## config.mk

```make
export PLATFORM = sky130hd
export DESIGN_NAME = mlcd_ctrl
export DESIGN_NICKNAME = d
export VERILOG_FILES = /design/src/rtl/core/mlcd_pkg.sv /design/src/rtl/core/mlcd_ctrl.sv
export VERILOG_INCLUDE_DIRS = /design/src /design/src/rtl/core
export SDC_FILE = /design/constraint.sdc
export NUM_CORES = 1
export LEC_CHECK = 0
export BUFFER_PORTS_ARGS = -buffer_cell sky130_fd_sc_hd__buf_2
export CELL_PAD_IN_SITES_DETAIL_PLACEMENT = 2
export CELL_PAD_IN_SITES_GLOBAL_PLACEMENT = 2
export CORE_AREA = 4 4 41 43
export DETAILED_ROUTE_END_ITERATION = 8
export DIE_AREA = 0 0 45 47
export HOLD_SLACK_MARGIN = 0.15
export PLACE_DENSITY_LB_ADDON = 0.15
export SYNTH_ARGS = -nofsm -noshare
export SYNTH_HDL_FRONTEND = slang
export SYNTH_SLANG_ARGS = --single-unit
```

## constraint.sdc

```tcl
create_clock -name i_clk -period 0.85 [get_ports i_clk]
set_input_delay 0.255 -clock i_clk [delete_from_list [all_inputs] [get_ports i_clk]]
set_output_delay 0.255 -clock i_clk [all_outputs]
set_load 0.02 [all_outputs]
```

## src/rtl/core/mono_lcd_controller_core_macros.svh

```systemverilog
// ----------------------------------------------------------------------------
// Monochrome LCD controller assertion macros
// Shared property wrappers on i_clk, disabled while i_rst_n is low.
// ----------------------------------------------------------------------------
`ifndef MONO_LCD_CONTROLLER_CORE_MACROS_SVH
`define MONO_LCD_CONTROLLER_CORE_MACROS_SVH

// same-cycle implication
`define MLCD_ASSERT_IMP(label, ante, cons, msg) \
    label: assert property (@(posedge i_clk) disable iff (!i_rst_n) \
        (ante) |-> (cons)) else $error(msg);

// next-cycle implication
`define MLCD_ASSERT_NXT(label, ante, cons, msg) \
    label: assert property (@(posedge i_clk) disable iff (!i_rst_n) \
        (ante) |=> (cons)) else $error(msg);

`endif

```

## src/rtl/core/mlcd_pkg.sv

```systemverilog
// ----------------------------------------------------------------------------
// Monochrome LCD controller package
// Geometry constants, register indices, colours, request and control types.
// ----------------------------------------------------------------------------
package mlcd_pkg;

    localparam int unsigned MEM_BYTES      = 4096;
    localparam int unsigned PANEL_WIDTH    = 160;
    localparam int unsigned PANEL_HEIGHT   = 160;
    localparam int unsigned DEFAULT_STRIDE = 20;
    localparam int unsigned DEFAULT_HEIGHT = 160;
    localparam int unsigned DEFAULT_WIDTH  = 160;

    localparam int unsigned ADDR_W   = $clog2(MEM_BYTES);
    localparam int unsigned STRIDE_W = $clog2(DEFAULT_STRIDE + 1);
    localparam int unsigned HEIGHT_W = $clog2(DEFAULT_HEIGHT + 1);
    localparam int unsigned WIDTH_W  = $clog2(DEFAULT_WIDTH + 1);
    localparam int unsigned OFF_W    = 8 + STRIDE_W + 1;
    localparam int unsigned REG_DEPTH = 256;

    localparam logic [7:0]  REG_STRIDE_ALT = 8'h01;
    localparam logic [7:0]  REG_STRIDE     = 8'h12;
    localparam logic [7:0]  REG_HEIGHT     = 8'h14;
    localparam logic [7:0]  VRAM_MISS_BYTE = 8'hFF;
    localparam logic [31:0] COLOUR_OFF     = 32'hffc6d1bd;
    localparam logic [31:0] COLOUR_ON      = 32'hff1c2a20;

    typedef enum logic [2:0] {
        OP_INDEX_WR = 3'd0,
        OP_DATA_WR  = 3'd1,
        OP_INDEX_RD = 3'd2,
        OP_REG_RD   = 3'd3,
        OP_VRAM_WR  = 3'd4,
        OP_VRAM_RD  = 3'd5,
        OP_PIXEL_RD = 3'd6,
        OP_FRAME    = 3'd7
    } t_op;

    typedef enum logic [1:0] {
        ST_CLEAR,
        ST_IDLE,
        ST_EXEC
    } t_state;

    typedef struct packed {
        t_op         operation;
        logic [7:0]  reg_index;
        logic [7:0]  write_data;
        logic [15:0] vram_offset;
        logic [7:0]  pixel_x;
        logic [7:0]  pixel_y;
    } t_in_req;

    typedef struct packed {
        logic [7:0]  read_byte;
        logic [31:0] pixel_argb;
        logic [7:0]  width_now;
        logic [7:0]  height_now;
        logic [7:0]  stride_now;
        logic [63:0] changed_writes;
        logic [63:0] frames_seen;
    } t_out_rsp;

    typedef struct packed {
        logic start;
        logic commit;
        logic clear;
    } t_cmd;

    typedef struct packed {
        logic clear_last;
    } t_sts;

endpackage

```

## src/rtl/core/mlcd_ctrl.sv

```systemverilog
// ----------------------------------------------------------------------------
// Monochrome LCD controller sequencer
// Runs the video memory clearing pass, then issues start and commit per request.
// ----------------------------------------------------------------------------
`include "mono_lcd_controller_core_macros.svh"

module mlcd_ctrl (
    input  logic          i_clk,
    input  logic          i_rst_n,
    input  logic          i_in_valid,
    output logic          o_in_stall,
    output logic          o_out_valid,
    input  logic          i_out_stall,
    input  mlcd_pkg::t_sts i_sts,
    output mlcd_pkg::t_cmd o_cmd
);

    mlcd_pkg::t_state r_state;
    mlcd_pkg::t_state n_state;
    logic             r_out_valid;
    logic             n_out_valid;
    mlcd_pkg::t_cmd   cmd;

    always_ff @(posedge i_clk) begin
        if (!i_rst_n) begin
            r_state     <= mlcd_pkg::ST_CLEAR;
            r_out_valid <= 1'b0;
        end else begin
            r_state     <= n_state;
            r_out_valid <= n_out_valid;
        end
    end

    always_comb begin
        n_state = r_state;
        cmd     = '0;
        unique case (r_state)
            mlcd_pkg::ST_CLEAR: begin
                cmd.clear = 1'b1;
                if (i_sts.clear_last) begin
                    n_state = mlcd_pkg::ST_IDLE;
                end
            end
            mlcd_pkg::ST_IDLE: begin
                if (i_in_valid) begin
                    cmd.start = 1'b1;
                    n_state   = mlcd_pkg::ST_EXEC;
                end
            end
            mlcd_pkg::ST_EXEC: begin
                if (!r_out_valid || !i_out_stall) begin
                    cmd.commit = 1'b1;
                    n_state    = mlcd_pkg::ST_IDLE;
                end
            end
            default: begin
                n_state = mlcd_pkg::ST_CLEAR;
            end
        endcase

        priority if (cmd.commit) begin
            n_out_valid = 1'b1;
        end else if (!i_out_stall) begin
            n_out_valid = 1'b0;
        end else begin
            n_out_valid = r_out_valid;
        end
    end

    assign o_in_stall  = (r_state != mlcd_pkg::ST_IDLE);
    assign o_out_valid = r_out_valid;
    assign o_cmd       = cmd;

    `MLCD_ASSERT_NXT(a_start_enters_exec, cmd.start, r_state == mlcd_pkg::ST_EXEC && o_in_stall, "start did not enter exec")
    `MLCD_ASSERT_NXT(a_commit_loads_out, cmd.commit, r_out_valid, "commit did not present a result")
    `MLCD_ASSERT_NXT(a_blocked_holds, r_state == mlcd_pkg::ST_EXEC && r_out_valid && i_out_stall, r_state == mlcd_pkg::ST_EXEC && r_out_valid, "blocked request was lost")

endmodule

```

### Word-level counts from Yosys, hierarchy flattened

Index checks and enable logic that the tools add are counted.

| operators by class | value |
|---|---|
| equal/unequal tests | 7 |
| multiplexer cells | 11 |
| reductions and logical operators | 5 |

Operator list:

| kind | count |
|---|---|
| $mux 1 | 7 |
| $mux 2 | 3 |
| $ne 2x2->1 const B | 3 |
| $pmux 2 s3 | 1 |
| $ne 2x1->1 const B | 2 |
| $reduce_and 3->1 | 1 |
| $eq 2x1->1 const B | 1 |
| $eq 2x2->1 const B | 1 |
| $logic_not 1->1 | 2 |
| $logic_not 2->1 | 1 |
| $logic_or 1x1->1 | 1 |

| storage, ports and cells | value |
|---|---|
| register bits after elaboration | 3 |
| input port bits | 5 |
| output and inout bits | 5 |

### Longest topological paths before layout

| logic depth | value |
|---|---|
| word-level depth | 5 |
| gate-level depth with buffers | 3 |
| depth with buffers taken out | 2 |

### Least setup slack after synthesis

Ideal clock, no wire load.

| timing path | value |
|---|---|
| kind | reg2out |
| from | register r_state[0] |
| to | output o_cmd[1] in the netlist's numbering |
| arrival | 714 ps |
| data required time | 595 ps |
| slack | -119 ps |
| stages on the path, launching flop included | 4 |
| buffers on the path | 1 |
| cells stage by stage | dfxtp_1 -> nand2b_1 -> a21oi_1 -> buf_4 |

RTL lines:

| element | RTL line | text |
|---|---|---|
| start: declaration | mlcd_ctrl.sv:18 | `mlcd_pkg::t_state r_state;` |
| start signal: assignment | mlcd_ctrl.sv:26 | `r_state <= mlcd_pkg::ST_CLEAR;` |
| start signal: assignment | mlcd_ctrl.sv:29 | `r_state <= n_state;` |
| end: declaration | mlcd_ctrl.sv:15 | `output mlcd_pkg::t_cmd o_cmd` |

==> flow_metrics.env <==
export IMPL_p_seq_frac=0.307
export IMPL_grt_max_degree=8
export IMPL_status="complete, but fails checks"
export IMPL_clock_sinks=3
export IMPL_dp_cells=42
export IMPL_nets=38
export IMPL_start_kind="flip-flop"
export IMPL_synthesis_nets=23
export IMPL_synth_area_um2=165.2
export IMPL_yosys_warnings=0
export IMPL_violations="negative setup slack"
export IMPL_r2r_start="o_out_valid"
export IMPL_die_w_um=45
export IMPL_setup_viol=7
export IMPL_cts_buffers=3
export IMPL_initial_core_util=0.1269
export IMPL_worst_endpoint_arrival_ns=0.97
export IMPL_endpoint_kind="output pin"
export IMPL_dp_hpwl_um=452
export IMPL_grt_antenna_before_repair=0
export IMPL_max_cap_violations=0
export IMPL_drtIter0Drc=0
export IMPL_reg2reg_to="r_state[1]"
export IMPL_synthCells=18
export IMPL_cts_tree="yes"
export IMPL_leakage_nw=0.1394
export IMPL_ctsHoldBuffers=0
export IMPL_die_h_um=47
export IMPL_io_buffers=9
export IMPL_clk_latency_ns=0.23
export IMPL_area_growth_pct=96.21
export IMPL_synth_cell_type_count=12
export IMPL_internal_power_w=0.0003821
export IMPL_slowest_delay_ns=0.34
export IMPL_core_rowCount=13
export IMPL_via_count=180
export IMPL_grt_pass1_vias=192
export IMPL_rr_worst_depth=3
export IMPL_worst_path_max_delay_cell="dfxtp_2"
export IMPL_postSynthAreaPerCell_um2=9.175
export IMPL_drv_slew=0
export IMPL_critical_path_depth=3
export IMPL_htreeDepth=1
export IMPL_hold_depth=2
export IMPL_pre_cts_ws_ns=-0.1683
export IMPL_synth_seq_cells=3
export IMPL_cp_top_family="flip-flops"
export IMPL_num_antenna_cells=0
export IMPL_fin_skew_ns=0.004746
export IMPL_critPathBufInv=1
export IMPL_path_max_fanout=6
export IMPL_crit_start="r_state[0]"
export IMPL_r2r_slack_ns=-0.07
export IMPL_fin_crit_sh=1.440
export IMPL_postPlaceCellArea_um2=250.2
export IMPL_fmax_ghz=0.8170
export IMPL_p_switching_w=0.0001387
export IMPL_fin_ws_ns=-0.3741
export IMPL_grt_pass1_wl_um=841
export IMPL_dieArea_um2=2115
export IMPL_drc=0
export IMPL_grt_overflow_total=0
export IMPL_power_share_clock=0.479
export IMPL_cp_endpoint="o_cmd[1]"
export IMPL_slew_headroom=0.8783
export IMPL_routabilityCongestion=0.7186
export IMPL_grt_usage=0.06235
export IMPL_design_area_um2=324.1
export IMPL_drive_gt1_frac=0.6875
export IMPL_final_util=0.2490
export IMPL_crit_type="flip-flop to output pin"
export IMPL_routedWlPerCell_um=12.17
export IMPL_firstDrtPassIters=1
export IMPL_top_level_ports=10
export IMPL_rsz0062_at_grt="yes"
export IMPL_p_per_area_nw_per_um2=1607
export IMPL_switching_share=0.2663
export IMPL_stdcell_count=47
export IMPL_via_per_inst=3.830
export IMPL_ant_nets=0
export IMPL_min_path_type="primary input to flip-flop"
export IMPL_clk_path_buf_depth=2
export IMPL_routed_wl_um=572
export IMPL_tightest_slew_ns=0.1825
export IMPL_path_cells="nand2b_4, a21oi_4, buf_6"
export IMPL_ys_seq_area_frac=0.3636
export IMPL_clkTransAtPathRegs_ns=0.04
export IMPL_finalCriticalPeriod_ns=1.224
export IMPL_cts_root_buf="clkbuf_4"
export IMPL_core_area_um2=1301
export IMPL_irDropWorstVdd_mv=0.4474
export IMPL_cp_required_ns=0.59
export IMPL_hold_violations=0
export IMPL_p_comb_frac=0.214
[metal layers]
| metal | vias to the layer above | global-route usage | wire length, um |
|---|---|---|---|
| met1 | 83 | 0.05669 | 224 |
| li1 | 90 | - | - |
| met3 | 0 | 0.02299 | 39 |
| met4 | 0 | 0.05263 | 0 |
| met2 | 7 | 0.1102 | 309 |
| met5 | - | 0 | 0 |
[how the worst min path moves through the flow]
stage	startpoint	endpoint
after floorplan	i_rst_n	r_state[1]
after global placement	o_out_valid	o_out_valid
after detailed placement	o_out_valid	o_out_valid
after CTS	i_rst_n	r_state[1]
after global routing	i_rst_n	r_state[1]
final	i_rst_n	r_state[1]
[cells in the final DEF (no fill, tap or decap), drive strengths merged]
cell     n
a21boi   1
a21oi    1
and3     1
and3b    1
and4b    1
buf     11
clkbuf   4
dfxtp    3
nand2    1
nand2b   4
nor2     2
o21a     1
o32ai    1
[state kept, by name (all words and copies together) (netlist names)]
signal,flops
r_state,2
o_out_valid,1
[per-stage QoR]
| step | power, W | hold WS (ns) | TNS [ns] |
|---|---|---|---|
| finish | 0.0005208 | 0.2824 | -1.564 |
| global placement | 0.0002513 | 0.4806 | -0.4298 |
| global route | 0.0005498 | 0.2842 | -1.807 |
| floorplan | 0.0002162 | 0.3719 | -0.2090 |
| CTS | 0.0005252 | 0.2802 | -1.564 |
| detailed placement | 0.0002547 | 0.4929 | -0.5357 |
[logic make-up after synthesis]
logic type,after synthesis,synth area share
AO/OA/AOI/OAI,4,0.2197
buffers and inverters,1,0.04547
flip-flops,3,0.3637
AND/OR/NAND/NOR,10,0.3712
[layout make-up]
cell class / count / area (um^2)
tap: 15 / 18.77
timing repair buffer: 11 / 87.58
clock buffer: 4 / 26.28
fill: 165 / 977.2
multi-input combinational: 14 / 122.6
sequential: 3 / 68.82
[cells in the mapped netlist (all sizes together)]
master / count / area, um^2
nand2: 1 / 3.750
a21boi: 1 / 7.510
nor2: 2 / 7.510
o21a: 1 / 7.510
dfxtp: 3 / 60.06
buf: 1 / 7.510
o32ai: 1 / 16.27
and4b: 1 / 10.01
nand2b: 4 / 25.02
and3b: 1 / 8.760
and3: 1 / 6.260
a21oi: 1 / 5.000
[power groups by stage]
stage | Combinational [W] | Sequential (W) | Clock, W
finish | 0.000112 | 0.000160 | 0.000250
floorplan | 0.0000572 | 0.000159 | 0
CTS | 0.000103 | 0.000160 | 0.000261
global route | 0.000119 | 0.000162 | 0.000268
detailed placement | 0.0000927 | 0.000162 | 0
global placement | 0.0000915 | 0.000160 | 0
[timing repair]
action / CTS / global route
gates resized for setup: 7 / 4
buffers inserted: 0 / 1
pin swaps: 0 / 2
endpoints found under the setup margin: 7 / 7
endpoints found under the hold margin: 0 / 0
Power figures use the tool's default switching activity.
